<file path="src/hdl/virtual_interrupt_priority_picker_assert.svh">
// Assertion macros used by the interrupt priority picker back end.
`ifndef VIRTUAL_INTERRUPT_PRIORITY_PICKER_ASSERT_SVH
`define VIRTUAL_INTERRUPT_PRIORITY_PICKER_ASSERT_SVH

// Same-cycle implication, sampled on clk, off while rst_n is low.
`define VIPP_ASSERT_IMP(name, ante, cons, msg) \
    name: assert property (@(posedge clk) disable iff (!rst_n) (ante) |-> (cons)) \
        else $error(msg);

// Next-cycle implication, sampled on clk, off while rst_n is low.
`define VIPP_ASSERT_NEXT(name, ante, cons, msg) \
    name: assert property (@(posedge clk) disable iff (!rst_n) (ante) |=> (cons)) \
        else $error(msg);

`endif

</file>
<file path="src/hdl/vipp_pkg.sv">
// Shared types, constants and helpers for the interrupt priority picker.
package vipp_pkg;

    // Bank geometry
    localparam int FLAG_WORDS  = 7;
    localparam int PRIO_WORDS  = FLAG_WORDS * 8;
    localparam int LEVEL_BITS  = 3;
    localparam int FLAG_IDX_W  = (FLAG_WORDS > 1) ? $clog2(FLAG_WORDS) : 1;
    localparam int PRIO_IDX_W  = $clog2(PRIO_WORDS);

    // Stream widths
    localparam int S_TDATA_W   = 48;
    localparam int S_TUSER_W   = 2;
    localparam int M_TDATA_W   = 48;
    localparam int CFG_W       = 8;

    // Command queue between front and back
    localparam int QUEUE_DEPTH = 2;
    localparam int QPTR_W      = (QUEUE_DEPTH > 1) ? $clog2(QUEUE_DEPTH) : 1;
    localparam int QCNT_W      = $clog2(QUEUE_DEPTH + 1);

    // Transaction kinds
    localparam logic [1:0] KIND_READ  = 2'd0;
    localparam logic [1:0] KIND_WRITE = 2'd1;
    localparam logic [1:0] KIND_PICK  = 2'd2;

    // Register banks
    localparam logic [1:0] BANK_FLAG   = 2'd0;
    localparam logic [1:0] BANK_ENABLE = 2'd1;
    localparam logic [1:0] BANK_PRIO   = 2'd2;

    typedef enum logic [1:0] {
        ACC_PLAIN  = 2'd0,
        ACC_CLEAR  = 2'd1,
        ACC_SET    = 2'd2,
        ACC_INVERT = 2'd3
    } acc_t;

    typedef enum logic [1:0] {
        OP_NOP  = 2'd0,
        OP_ERR  = 2'd1,
        OP_REG  = 2'd2,
        OP_PICK = 2'd3
    } op_t;

    typedef enum logic [1:0] {
        TGT_FLAG   = 2'd0,
        TGT_ENABLE = 2'd1,
        TGT_PRIO   = 2'd2
    } tgt_t;

    // Classified command handed from front to back
    typedef struct packed {
        op_t                   op;
        tgt_t                  tgt;
        logic                  wr;
        acc_t                  acc;
        logic [5:0]            idx;
        logic [31:0]           data;
        logic [LEVEL_BITS-1:0] gl;
        logic                  tp;
    } cmd_t;

    // One result item, read_data in the low bits
    typedef struct packed {
        logic [LEVEL_BITS-1:0] irq_level;
        logic [7:0]            irq_number;
        logic                  found;
        logic                  access_error;
        logic [31:0]           read_data;
    } result_t;

    // Apply a write mode to an old word
    function automatic logic [31:0] apply_write(input logic [31:0] old_word,
                                                input logic [31:0] wdata,
                                                input acc_t        acc);
        logic [31:0] word;
        case (acc)
            ACC_PLAIN:  word = wdata;
            ACC_CLEAR:  word = old_word & ~wdata;
            ACC_SET:    word = old_word | wdata;
            ACC_INVERT: word = old_word ^ wdata;
            default:    word = wdata;
        endcase
        return word;
    endfunction

endpackage

</file>
<file path="src/hdl/virtual_interrupt_priority_picker.sv">
// Top level of the virtual interrupt controller with priority picker.
//
// Input stream s_axis: one transaction is a register read, a register write
// (plain, clear, set, invert) or a pick of the highest pending interrupt.
// Output stream m_axis: exactly one result transaction per input transaction,
// in order. cfg_valid/cfg_data write the timer interrupt number; cfg_ready is
// always high; the user must make writes while the block is idle (not enforced).
// The front end classifies each transaction into a two-entry command queue;
// the back end executes one command at a time.
// Steps by kind: an error or unused kind goes straight to the result; a
// flag/enable access reads and may write its word; a priority word access reads
// the word, then writes it back; a pick may first set the timer flag, then scans
// the 56-word priority memory, one word per cycle through its single read port.
// Reset clears the flag and enable banks, the timer number, the queue and the
// result valid; priority words read as zero until written.
// When m_axis_tready is low the result is held; the back end holds its next
// result, and the queue fills before s_axis_tready drops.
module virtual_interrupt_priority_picker (
    input  logic                           clk,
    input  logic                           rst_n,
    input  logic                           cfg_valid,
    output logic                           cfg_ready,
    input  logic [vipp_pkg::CFG_W-1:0]     cfg_data,
    input  logic                           s_axis_tvalid,
    output logic                           s_axis_tready,
    // bank[1:0], word_index[7:2], access_type[9:8], write_data[41:10],
    // guest_level[44:42], timer_pending[45], zero[47:46]
    input  logic [vipp_pkg::S_TDATA_W-1:0] s_axis_tdata,
    // kind[1:0]
    input  logic [vipp_pkg::S_TUSER_W-1:0] s_axis_tuser,
    output logic                           m_axis_tvalid,
    input  logic                           m_axis_tready,
    // read_data[31:0], access_error[32], found[33], irq_number[41:34],
    // irq_level[44:42], zero[47:45]
    output logic [vipp_pkg::M_TDATA_W-1:0] m_axis_tdata
);
    import vipp_pkg::*;

    logic    push_valid, push_ready;
    cmd_t    push_cmd;
    logic    pop_valid, pop_ready;
    cmd_t    pop_cmd;
    result_t res;

    assign cfg_ready    = 1'b1;
    assign m_axis_tdata = M_TDATA_W'(res);

    // Accept and classify
    vipp_front u_front (
        .s_axis_tvalid (s_axis_tvalid),
        .s_axis_tready (s_axis_tready),
        .s_axis_tdata  (s_axis_tdata),
        .s_axis_tuser  (s_axis_tuser),
        .push_valid    (push_valid),
        .push_ready    (push_ready),
        .push_cmd      (push_cmd)
    );

    // Decouple front and back
    vipp_queue u_queue (
        .clk        (clk),
        .rst_n      (rst_n),
        .push_valid (push_valid),
        .push_ready (push_ready),
        .push_cmd   (push_cmd),
        .pop_valid  (pop_valid),
        .pop_ready  (pop_ready),
        .pop_cmd    (pop_cmd)
    );

    // Execute and deliver results
    vipp_back u_back (
        .clk       (clk),
        .rst_n     (rst_n),
        .cfg_valid (cfg_valid),
        .cfg_data  (cfg_data),
        .cmd_valid (pop_valid),
        .cmd_ready (pop_ready),
        .cmd       (pop_cmd),
        .res_valid (m_axis_tvalid),
        .res_ready (m_axis_tready),
        .res       (res)
    );

endmodule

</file>
<file path="src/hdl/vipp_front.sv">
// Front end: accepts input transactions and classifies them into commands.
module vipp_front (
    input  logic                           s_axis_tvalid,
    output logic                           s_axis_tready,
    // bank[1:0], word_index[7:2], access_type[9:8], write_data[41:10],
    // guest_level[44:42], timer_pending[45], zero[47:46]
    input  logic [vipp_pkg::S_TDATA_W-1:0] s_axis_tdata,
    // kind[1:0]
    input  logic [vipp_pkg::S_TUSER_W-1:0] s_axis_tuser,
    output logic                           push_valid,
    input  logic                           push_ready,
    output vipp_pkg::cmd_t                 push_cmd
);
    import vipp_pkg::*;

    logic [1:0] bank;
    logic [5:0] word_index;
    logic       idx_ok;

    assign bank       = s_axis_tdata[1:0];
    assign word_index = s_axis_tdata[7:2];

    // Pass the handshake straight to the queue
    assign push_valid    = s_axis_tvalid;
    assign s_axis_tready = push_ready;

    // Check the word index against the selected bank
    always_comb
    begin
        case (bank)
            BANK_FLAG:   idx_ok = (32'(word_index) < FLAG_WORDS);
            BANK_ENABLE: idx_ok = (32'(word_index) < FLAG_WORDS);
            BANK_PRIO:   idx_ok = (32'(word_index) < PRIO_WORDS);
            default:     idx_ok = 1'b0;
        endcase
    end

    // Classify the transaction
    always_comb
    begin
        push_cmd.idx  = word_index;
        push_cmd.acc  = acc_t'(s_axis_tdata[9:8]);
        push_cmd.data = s_axis_tdata[41:10];
        push_cmd.gl   = s_axis_tdata[44:42];
        push_cmd.tp   = s_axis_tdata[45];
        push_cmd.wr   = (s_axis_tuser == KIND_WRITE);
        case (bank)
            BANK_FLAG:   push_cmd.tgt = TGT_FLAG;
            BANK_ENABLE: push_cmd.tgt = TGT_ENABLE;
            default:     push_cmd.tgt = TGT_PRIO;
        endcase
        case (s_axis_tuser)
            KIND_READ,
            KIND_WRITE: push_cmd.op = idx_ok ? OP_REG : OP_ERR;
            KIND_PICK:  push_cmd.op = OP_PICK;
            default:    push_cmd.op = OP_NOP;
        endcase
    end

endmodule

</file>
<file path="src/hdl/vipp_queue.sv">
// Short command queue between the front end and the execution back end.
module vipp_queue (
    input  logic           clk,
    input  logic           rst_n,
    input  logic           push_valid,
    output logic           push_ready,
    input  vipp_pkg::cmd_t push_cmd,
    output logic           pop_valid,
    input  logic           pop_ready,
    output vipp_pkg::cmd_t pop_cmd
);
    import vipp_pkg::*;

    cmd_t              slot_reg [QUEUE_DEPTH];
    logic [QPTR_W-1:0] wr_ptr_reg, wr_ptr_next;
    logic [QPTR_W-1:0] rd_ptr_reg, rd_ptr_next;
    logic [QCNT_W-1:0] count_reg, count_next;
    logic              do_push, do_pop;

    assign push_ready = (count_reg != QCNT_W'(QUEUE_DEPTH));
    assign pop_valid  = (count_reg != '0);
    assign pop_cmd    = slot_reg[rd_ptr_reg];
    assign do_push    = push_valid && push_ready;
    assign do_pop     = pop_valid && pop_ready;

    // Advance pointers and occupancy
    always_comb
    begin
        wr_ptr_next = wr_ptr_reg;
        rd_ptr_next = rd_ptr_reg;
        count_next  = count_reg;
        if (do_push)
        begin
            wr_ptr_next = (wr_ptr_reg == QPTR_W'(QUEUE_DEPTH - 1)) ? '0 : wr_ptr_reg + 1'b1;
        end
        if (do_pop)
        begin
            rd_ptr_next = (rd_ptr_reg == QPTR_W'(QUEUE_DEPTH - 1)) ? '0 : rd_ptr_reg + 1'b1;
        end
        if (do_push && !do_pop)
        begin
            count_next = count_reg + 1'b1;
        end
        else if (do_pop && !do_push)
        begin
            count_next = count_reg - 1'b1;
        end
    end

    always_ff @(posedge clk or negedge rst_n)
    begin
        if (!rst_n)
        begin
            wr_ptr_reg <= '0;
            rd_ptr_reg <= '0;
            count_reg  <= '0;
        end
        else
        begin
            wr_ptr_reg <= wr_ptr_next;
            rd_ptr_reg <= rd_ptr_next;
            count_reg  <= count_next;
        end
    end

    // Store the incoming command
    always_ff @(posedge clk)
    begin
        if (do_push)
        begin
            slot_reg[wr_ptr_reg] <= push_cmd;
        end
    end

endmodule

</file>
<file path="src/hdl/vipp_back.sv">
// Back end: register banks, priority memory, pick scanner and result register.
`include "virtual_interrupt_priority_picker_assert.svh"

module vipp_back (
    input  logic                       clk,
    input  logic                       rst_n,
    input  logic                       cfg_valid,
    input  logic [vipp_pkg::CFG_W-1:0] cfg_data,
    input  logic                       cmd_valid,
    output logic                       cmd_ready,
    input  vipp_pkg::cmd_t             cmd,
    output logic                       res_valid,
    input  logic                       res_ready,
    output vipp_pkg::result_t          res
);
    import vipp_pkg::*;

    typedef enum logic [6:0] {
        ST_IDLE    = 7'b0000001,
        ST_REG     = 7'b0000010,
        ST_PRIO_RD = 7'b0000100,
        ST_PRIO_WB = 7'b0001000,
        ST_TIMER   = 7'b0010000,
        ST_SCAN    = 7'b0100000,
        ST_DONE    = 7'b1000000
    } state_t;

    state_t                  state_reg, state_next;
    cmd_t                    cmd_reg;
    logic [CFG_W-1:0]        timer_reg;

    logic [31:0]             flag_reg [FLAG_WORDS];
    logic [31:0]             en_reg   [FLAG_WORDS];
    logic [31:0]             prio_mem [PRIO_WORDS];
    logic [PRIO_WORDS-1:0]   prio_vld_reg;
    logic [31:0]             prio_q_reg;
    logic                    prio_vq_reg;

    logic [FLAG_IDX_W-1:0]   wsel_reg, wsel_next;
    logic [2:0]              jsel_reg, jsel_next;
    logic                    run_reg, run_next;
    logic                    ev_valid_reg, ev_valid_next;
    logic [FLAG_IDX_W-1:0]   ev_w_reg;
    logic [2:0]              ev_j_reg;
    logic [LEVEL_BITS-1:0]   best_reg, best_next;
    logic                    found_reg, found_next;
    logic [7:0]              num_reg, num_next;

    result_t                 pend_reg, pend_next;
    result_t                 res_reg;
    logic                    res_valid_reg, res_valid_next;

    logic [FLAG_IDX_W-1:0]   fe_idx;
    logic [31:0]             flag_word, en_word;
    logic [31:0]             prio_word;
    logic [PRIO_IDX_W-1:0]   prio_addr;
    logic                    prio_we;
    logic [31:0]             old_word, new_word;
    logic                    timer_ok;
    logic                    flag_we, en_we;
    logic [FLAG_IDX_W-1:0]   fe_wa;
    logic [31:0]             flag_wd;
    logic [LEVEL_BITS-1:0]   best_c;
    logic                    found_c;
    logic [7:0]              num_c;
    logic                    out_free;

    assign cmd_ready = (state_reg == ST_IDLE);
    assign res_valid = res_valid_reg;
    assign res       = res_reg;
    assign out_free  = !res_valid_reg || res_ready;
    assign timer_ok  = (32'(timer_reg[7:5]) < FLAG_WORDS);

    // Select the one flag/enable word read this cycle
    always_comb
    begin
        case (state_reg)
            ST_SCAN:  fe_idx = ev_w_reg;
            ST_TIMER: fe_idx = FLAG_IDX_W'(timer_reg[7:5]);
            default:  fe_idx = cmd_reg.idx[FLAG_IDX_W-1:0];
        endcase
    end

    assign flag_word = flag_reg[fe_idx];
    assign en_word   = en_reg[fe_idx];
    assign prio_word = prio_vq_reg ? prio_q_reg : '0;

    // Register access data path
    always_comb
    begin
        case (state_reg)
            ST_PRIO_WB: old_word = prio_word;
            default:    old_word = (cmd_reg.tgt == TGT_FLAG) ? flag_word : en_word;
        endcase
        new_word = apply_write(old_word, cmd_reg.data, cmd_reg.acc);
    end

    // Priority memory address: scan position or accessed word
    assign prio_addr = (state_reg == ST_SCAN) ? PRIO_IDX_W'({wsel_reg, jsel_reg})
                                              : cmd_reg.idx[PRIO_IDX_W-1:0];
    assign prio_we   = (state_reg == ST_PRIO_WB) && cmd_reg.wr;

    // Flag and enable write port
    always_comb
    begin
        flag_we = 1'b0;
        en_we   = 1'b0;
        fe_wa   = fe_idx;
        flag_wd = new_word;
        if (state_reg == ST_REG && cmd_reg.wr)
        begin
            flag_we = (cmd_reg.tgt == TGT_FLAG);
            en_we   = (cmd_reg.tgt == TGT_ENABLE);
        end
        else if (state_reg == ST_TIMER && cmd_reg.tp && timer_ok)
        begin
            flag_we = 1'b1;
            flag_wd = flag_word | (32'd1 << timer_reg[4:0]);
        end
    end

    // Evaluate four interrupts of one priority word, highest bit first
    always_comb
    begin
        best_c  = best_reg;
        found_c = found_reg;
        num_c   = num_reg;
        for (int k = 3; k >= 0; k--)
        begin
            if (flag_word[{ev_j_reg, 2'(k)}] && en_word[{ev_j_reg, 2'(k)}]
                && (prio_word[k*8+2 +: LEVEL_BITS] > best_c))
            begin
                best_c  = prio_word[k*8+2 +: LEVEL_BITS];
                found_c = 1'b1;
                num_c   = 8'({PRIO_IDX_W'({ev_w_reg, ev_j_reg}), 2'(k)});
            end
        end
    end

    // Sequencer
    always_comb
    begin
        state_next     = state_reg;
        wsel_next      = wsel_reg;
        jsel_next      = jsel_reg;
        run_next       = run_reg;
        ev_valid_next  = 1'b0;
        best_next      = best_reg;
        found_next     = found_reg;
        num_next       = num_reg;
        pend_next      = pend_reg;
        res_valid_next = res_valid_reg && !res_ready;
        case (state_reg)
            ST_IDLE:
            begin
                if (cmd_valid)
                begin
                    pend_next = '0;
                    case (cmd.op)
                        OP_ERR:
                        begin
                            pend_next.access_error = 1'b1;
                            state_next = ST_DONE;
                        end
                        OP_REG:  state_next = (cmd.tgt == TGT_PRIO) ? ST_PRIO_RD : ST_REG;
                        OP_PICK: state_next = ST_TIMER;
                        default: state_next = ST_DONE;
                    endcase
                end
            end
            ST_REG:
            begin
                pend_next.read_data = cmd_reg.wr ? new_word : old_word;
                state_next = ST_DONE;
            end
            ST_PRIO_RD:
            begin
                state_next = ST_PRIO_WB;
            end
            ST_PRIO_WB:
            begin
                pend_next.read_data = cmd_reg.wr ? new_word : old_word;
                state_next = ST_DONE;
            end
            ST_TIMER:
            begin
                wsel_next  = '0;
                jsel_next  = 3'd7;
                run_next   = 1'b1;
                best_next  = cmd_reg.gl;
                found_next = 1'b0;
                num_next   = '0;
                state_next = ST_SCAN;
            end
            ST_SCAN:
            begin
                // Issue reads: word 0 upward, byte group 7 downward
                if (run_reg)
                begin
                    ev_valid_next = 1'b1;
                    if (jsel_reg == 3'd0)
                    begin
                        jsel_next = 3'd7;
                        if (wsel_reg == FLAG_IDX_W'(FLAG_WORDS - 1))
                        begin
                            run_next = 1'b0;
                        end
                        else
                        begin
                            wsel_next = wsel_reg + 1'b1;
                        end
                    end
                    else
                    begin
                        jsel_next = jsel_reg - 1'b1;
                    end
                end
                if (ev_valid_reg)
                begin
                    best_next  = best_c;
                    found_next = found_c;
                    num_next   = num_c;
                end
                if (!run_reg && !ev_valid_reg)
                begin
                    pend_next.found      = found_reg;
                    pend_next.irq_number = found_reg ? num_reg : '0;
                    pend_next.irq_level  = found_reg ? best_reg : '0;
                    state_next = ST_DONE;
                end
            end
            ST_DONE:
            begin
                if (out_free)
                begin
                    res_valid_next = 1'b1;
                    state_next     = ST_IDLE;
                end
            end
            default:
            begin
                state_next = ST_IDLE;
            end
        endcase
    end

    // Control registers
    always_ff @(posedge clk or negedge rst_n)
    begin
        if (!rst_n)
        begin
            state_reg     <= ST_IDLE;
            run_reg       <= 1'b0;
            ev_valid_reg  <= 1'b0;
            res_valid_reg <= 1'b0;
            timer_reg     <= '0;
            found_reg     <= 1'b0;
        end
        else
        begin
            state_reg     <= state_next;
            run_reg       <= run_next;
            ev_valid_reg  <= ev_valid_next;
            res_valid_reg <= res_valid_next;
            found_reg     <= found_next;
            if (cfg_valid)
            begin
                timer_reg <= cfg_data;
            end
        end
    end

    // Payload registers
    always_ff @(posedge clk)
    begin
        wsel_reg <= wsel_next;
        jsel_reg <= jsel_next;
        ev_w_reg <= wsel_reg;
        ev_j_reg <= jsel_reg;
        best_reg <= best_next;
        num_reg  <= num_next;
        pend_reg <= pend_next;
        if (cmd_ready && cmd_valid)
        begin
            cmd_reg <= cmd;
        end
        if (state_reg == ST_DONE && out_free)
        begin
            res_reg <= pend_reg;
        end
    end

    // Flag and enable banks
    always_ff @(posedge clk or negedge rst_n)
    begin
        if (!rst_n)
        begin
            for (int i = 0; i < FLAG_WORDS; i++)
            begin
                flag_reg[i] <= '0;
                en_reg[i]   <= '0;
            end
        end
        else
        begin
            if (flag_we)
            begin
                flag_reg[fe_wa] <= flag_wd;
            end
            if (en_we)
            begin
                en_reg[fe_wa] <= new_word;
            end
        end
    end

    // Priority memory: one write, one registered read
    always_ff @(posedge clk)
    begin
        if (prio_we)
        begin
            prio_mem[prio_addr] <= new_word;
        end
        prio_q_reg <= prio_mem[prio_addr];
    end

    // Mark written priority words; unwritten words read as zero
    always_ff @(posedge clk or negedge rst_n)
    begin
        if (!rst_n)
        begin
            prio_vld_reg <= '0;
            prio_vq_reg  <= 1'b0;
        end
        else
        begin
            if (prio_we)
            begin
                prio_vld_reg[prio_addr] <= 1'b1;
            end
            prio_vq_reg <= prio_vld_reg[prio_addr];
        end
    end

    `VIPP_ASSERT_IMP(a_eval_only_in_scan, ev_valid_reg, state_reg == ST_SCAN, "evaluation outside scan")
    `VIPP_ASSERT_IMP(a_found_above_guest, found_reg && state_reg == ST_SCAN, best_reg > cmd_reg.gl, "picked level not above guest level")
    `VIPP_ASSERT_NEXT(a_pop_starts_work, cmd_valid && cmd_ready, state_reg != ST_IDLE, "command taken but sequencer idle")

endmodule

</file>
<file path="config.mk">
export PLATFORM = sky130hd
export DESIGN_NAME = virtual_interrupt_priority_picker
export DESIGN_NICKNAME = d
export VERILOG_FILES = /design/src/hdl/vipp_pkg.sv /design/src/hdl/virtual_interrupt_priority_picker.sv /design/src/hdl/vipp_front.sv /design/src/hdl/vipp_queue.sv /design/src/hdl/vipp_back.sv
export VERILOG_INCLUDE_DIRS = /design/src /design/src/hdl
export SDC_FILE = /design/constraint.sdc
export NUM_CORES = 2
export LEC_CHECK = 0
export BUFFER_PORTS_ARGS = -buffer_cell sky130_fd_sc_hd__buf_2
export CAP_MARGIN = 15
export CORE_ASPECT_RATIO = 0.6
export CORE_MARGIN = 8
export CORE_UTILIZATION = 30
export DETAILED_ROUTE_END_ITERATION = 8
export GPL_TIMING_DRIVEN = 0
export PLACE_DENSITY_LB_ADDON = 0.08
export REMOVE_ABC_BUFFERS = 1
export SLEW_MARGIN = 0
export SYNTH_ARGS = -nofsm -noshare
export SYNTH_HDL_FRONTEND = slang
export SYNTH_HIERARCHICAL = 1
export SYNTH_SLANG_ARGS = --single-unit
</file>
<file path="constraint.sdc">
create_clock -name clk -period 8.6 [get_ports clk]
set_clock_uncertainty 0.1 [all_clocks]
set_input_delay 0.43 -clock clk [delete_from_list [all_inputs] [get_ports clk]]
set_output_delay 0.43 -clock clk [all_outputs]
set_load 0.01 [all_outputs]
</file>
==> Implementation_results.wiki <==
{| class="wikitable"
! Metric !! Value
|-
| Number of vias per cell || 5.52
|-
| Longest individual stage delay on the worst path || 0.61 ns
|-
| Capture point of the worst reg-to-reg path || u_back/num_reg[6]$_SDFFCE_PN0P_
|-
| Syn. warnings || 6
|-
| Final period util || 104%
|-
| Final wirelength || 413000 um
|-
| Max-slew violation count || 0
|-
| Hold Vio Cnt, Final || 0
|-
| Largest vdd supply drop || 0.311 mV
|-
| # clock sinks || roughly 2600
|-
| Flip-flop count of the largest register, all copies and words added || 1792
|-
| GRT Overall Usage || 22.1%
|-
| Root cell of the clock tree || sky130_fd_sc_hd__clkbuf_16
|-
| Source-to-sink clock delay at the later pin of the worst-skew pair || 0.88 ns
|-
| Final worst path period need || 8.94 ns
|-
| Area of the die || around 360000 sq um
|-
| Core area || 340000 sq um
|-
| Reg area || 75400 sq um
|-
| Critical R2R Launch || u_back/state_reg[6]$_DFFE_PN0P_
|-
| Flops & latches, synth || 2610
|-
| Estimated wirelength of the detail-placed design || between 200000 and 300000 um
|-
| Placer's final routability congestion estimate || 0.896
|-
| Detailed-routing iteration count for the pre-antenna-repair pass || 6
|-
| Critical path arrival || 9.42 ns
|-
| Synthesis-to-layout area growth || 22.6%
|-
| Least-Margin Pin Slew || 1.37 ns
|-
| Synth Area in Simple Gates || 5.48%
|-
| PortBufs || 107
|-
| Count of final setup violators || 14
|-
| Number of fill cells || 32100
|-
| Per-instance average area after synthesis || 14.8 sq um
|-
| Distinct cell type count of the synthesized netlist || 100
|-
| Synthesized-area fraction occupied by ao, oa, aoi and oai cells || 14.2%
|-
| Fraction of the mapped netlist area in adder cells || less than 1%
|-
| Crit-path leading delay family || compound AO/OA/AOI/OAI gates
|-
| Width of the die || 769 um
|-
| FP Rows || 166
|-
| Via count of the first global-routing pass || 63500
|-
| Share of synthesized area occupied by flip-flops and latches || 73.8%
|-
| EDFF count, synth || approximately 2000
|-
| Antenna violations before repair || 37
|-
| # nets final || 7491
|-
| Leak Pwr || 43.3 nW
|-
| Clock tree from TritonCTS || built
|-
| Placement Cell Area || 114000 sq um
|-
| Run status || complete, but fails checks
|-
| Avg WL per Cell || 34.1 um
|-
| Biggest area contributors in the synthesized netlist || sky130_fd_sc_hd__edfxtp_1 60%, sky130_fd_sc_hd__dfrtp_1 13%, sky130_fd_sc_hd__a22oi_1 3.9%
|-
| Io pins || around 110
|-
| Final design area excluding fillers || 125000 sq um
|-
| Unrepaired setup endpoints after global routing || yes
|-
| Largest family of logic cells by synthesized area || compound AO/OA/AOI/OAI gates
|-
| Path depth of the worst reg2reg path || 39
|-
| Pin count of the biggest net entering global routing || approximately 120
|-
| PnR Total Power || 52.2 mW
|-
| Total DRC errors in the routed layout || 0
|-
| Critical Path Sink Type || register
|-
| Clock transition at the registers of the reported paths || 0.07 ns
|-
| Cell type contributing the most total cell area after synthesis || sky130_fd_sc_hd__edfxtp_1
|-
| Relative slew margins || 8.50%
|-
| Die H || ~470 um
|-
| Maximum clock insertion buffer count || 4
|-
| Max-cap violations || 0
|-
| PnR worst setup slack || -0.344 ns
|-
| Multiplexer fraction of the synthesized cell area || 2.69%
|-
| Count of buffer and inverter cells on the critical path || 8
|-
| Top FF cell, synth || sky130_fd_sc_hd__edfxtp_1
|-
| Nature of the critical path startpoint || register
|-
| Congestion Overflow GR || 0
|-
| Num CTS Buffers || 266
|-
| Area of the mapped netlist || around 100000 sq um
|-
| Multi-input logic area || 25500 sq um
|-
| CTS H-tree depth || 5
|-
| Via count || 66700
|-
| Async set-reset flop share out of synthesis || 20.2%
|-
| Worst min path class || input pin to asynchronous set/reset pin
|-
| Starting density of the core || 30.0%
|-
| Number of violations reported at the end of detailed-routing iteration 0 || 7971
|-
| Share of post-route cells with drive strength above 1 || 19.1%
|-
| Setup Slack @ Placement || -3.92 ns
|-
| Crit path top cell by count || sky130_fd_sc_hd__buf_4
|-
| Worst path slowest cell || sky130_fd_sc_hd__nor3_4
|-
| Setup TNS after final layout || -3.98 ns
|-
| Setup slack on the worst flop-to-flop path || -0.34 ns
|-
| Parity-gate share of the synthesized area counting xor and xnor cells || 0.0601%
|-
| Share of the synthesized area in the top cell type || about 60%
|-
| Final ANT Viol Nets || 0
|-
| Category of the critical setup timing path || register to register
|-
| Worst path required time || 9.08 ns
|-
| Violated checks || setup timing
|-
| Total power divided by cell area || 417 nW/um^2
|-
| Number of instances in the synthesized netlist || just under 7000
|-
| F_max || ~0.11 GHz
|-
| Largest fanout on the critical path || 23
|-
| Wire length of the first global-routing pass || 556000 um
|}
## area by class of cell
cell class | instances | share of cell area [%]
multi-input cells | 3640 | 20.3
well taps | 4536 | 4.54
clock inverters | 111 | 0.788
flip-flops and latches | 2610 | 60.2
clock buffers | 357 | 5.88
repair buffers | 705 | 7.80
diodes | 10 | 0.0200
inverters | 125 | 0.389
## what timing repair did
| item | CTS | global route |
|---|---|---|
| buffers inserted | 66 | 31 |
| gates resized for setup | 85 | 40 |
| endpoints found under the hold margin | 217 | 0 |
| hold buffers | 69 | 0 |
| gates cloned | 3 | 3 |
| pin swaps | 37 | 42 |
| setup endpoints to repair | 60 | 14 |
## how the worst max path moves through the flow
stage	start	end	slack, ns	depth (start not counted)
3_3_place_gp	u_back/state_reg[3]$_DFFE_PN0P_	u_back/prio_vld_reg[29]$_DFFE_PN0P_	-45.53	7
5_1_grt	u_back/state_reg[6]$_DFFE_PN0P_	u_back/num_reg[0]$_SDFFCE_PP0P_	-0.44	43
6_report	u_back/state_reg[6]$_DFFE_PN0P_	u_back/num_reg[6]$_SDFFCE_PN0P_	-0.34	39
2_1_floorplan	u_back/state_reg[3]$_DFFE_PN0P_	u_back/prio_mem[41][0]$_DFFE_PP_	-12.52	6
3_5_place_dp	u_back/state_reg[5]$_DFFE_PN0P_	u_back/num_reg[5]$_SDFFCE_PN0P_	-3.92	35
4_1_cts	u_back/state_reg[6]$_DFFE_PN0P_	u_back/best_reg[0]$_DFFE_PP_	-0.16	40
## report_power, final
| group | switching, mW | internal, mW |
|---|---|---|
| Clock | 5.07 | 6.53 |
| Sequential | 0.651 | 18.1 |
| Combinational | 15.7 | 6.12 |
## synthesized netlist by cell type, drive strengths merged (106+ instances only)
library cell     n
mux2           109
o21ai          560
nor2           202
buf            185
nand2          645
a22o           202
a22oi          533
inv            125
a221oi         249
clkbuf         320
mux2i          115
a21oi          106
dfrtp          527
edfxtp        2044
a31oi          197
## kinds of logic after synthesis
group,after synthesis
simple gates,1242
other cells,2
fa+ha+maj,80
buf+inv,631
compound gates,2073
mux,232
xor+xnor,7
flops,2610
## through the flow
step                      instances  utilization (%)  hold WS [ns]
after floorplan                6373                -        0.0344
after global placement        11000             31.2         0.294
after detailed placement      11400             33.7         0.292
after CTS                     12000             36.6        0.0970
after global routing          12100             36.8         0.133
final                         12100             36.8        0.0934
## cell usage in the layout, fill, tap and decap left out, drive strengths merged, types with 202 or more instances in the layout
master	instances
edfxtp	2044
nand2	645
buf	624
o21ai	560
a22oi	533
dfrtp	527
clkbuf	368
a221oi	249
a22o	202
nor2	202
## metal layers
metal / up-vias / routed length (um) / GRT usage [%]
met2: 2841 / 157000 / 28.8
met3: 409 / 42700 / 6.82
li1: 27900 / - / -
met4: 6 / 7370 / 3.81
met5: - / 122 / 0
met1: 35500 / 206000 / 35.4
Note: power is estimated with default switching activity, not from simulation.
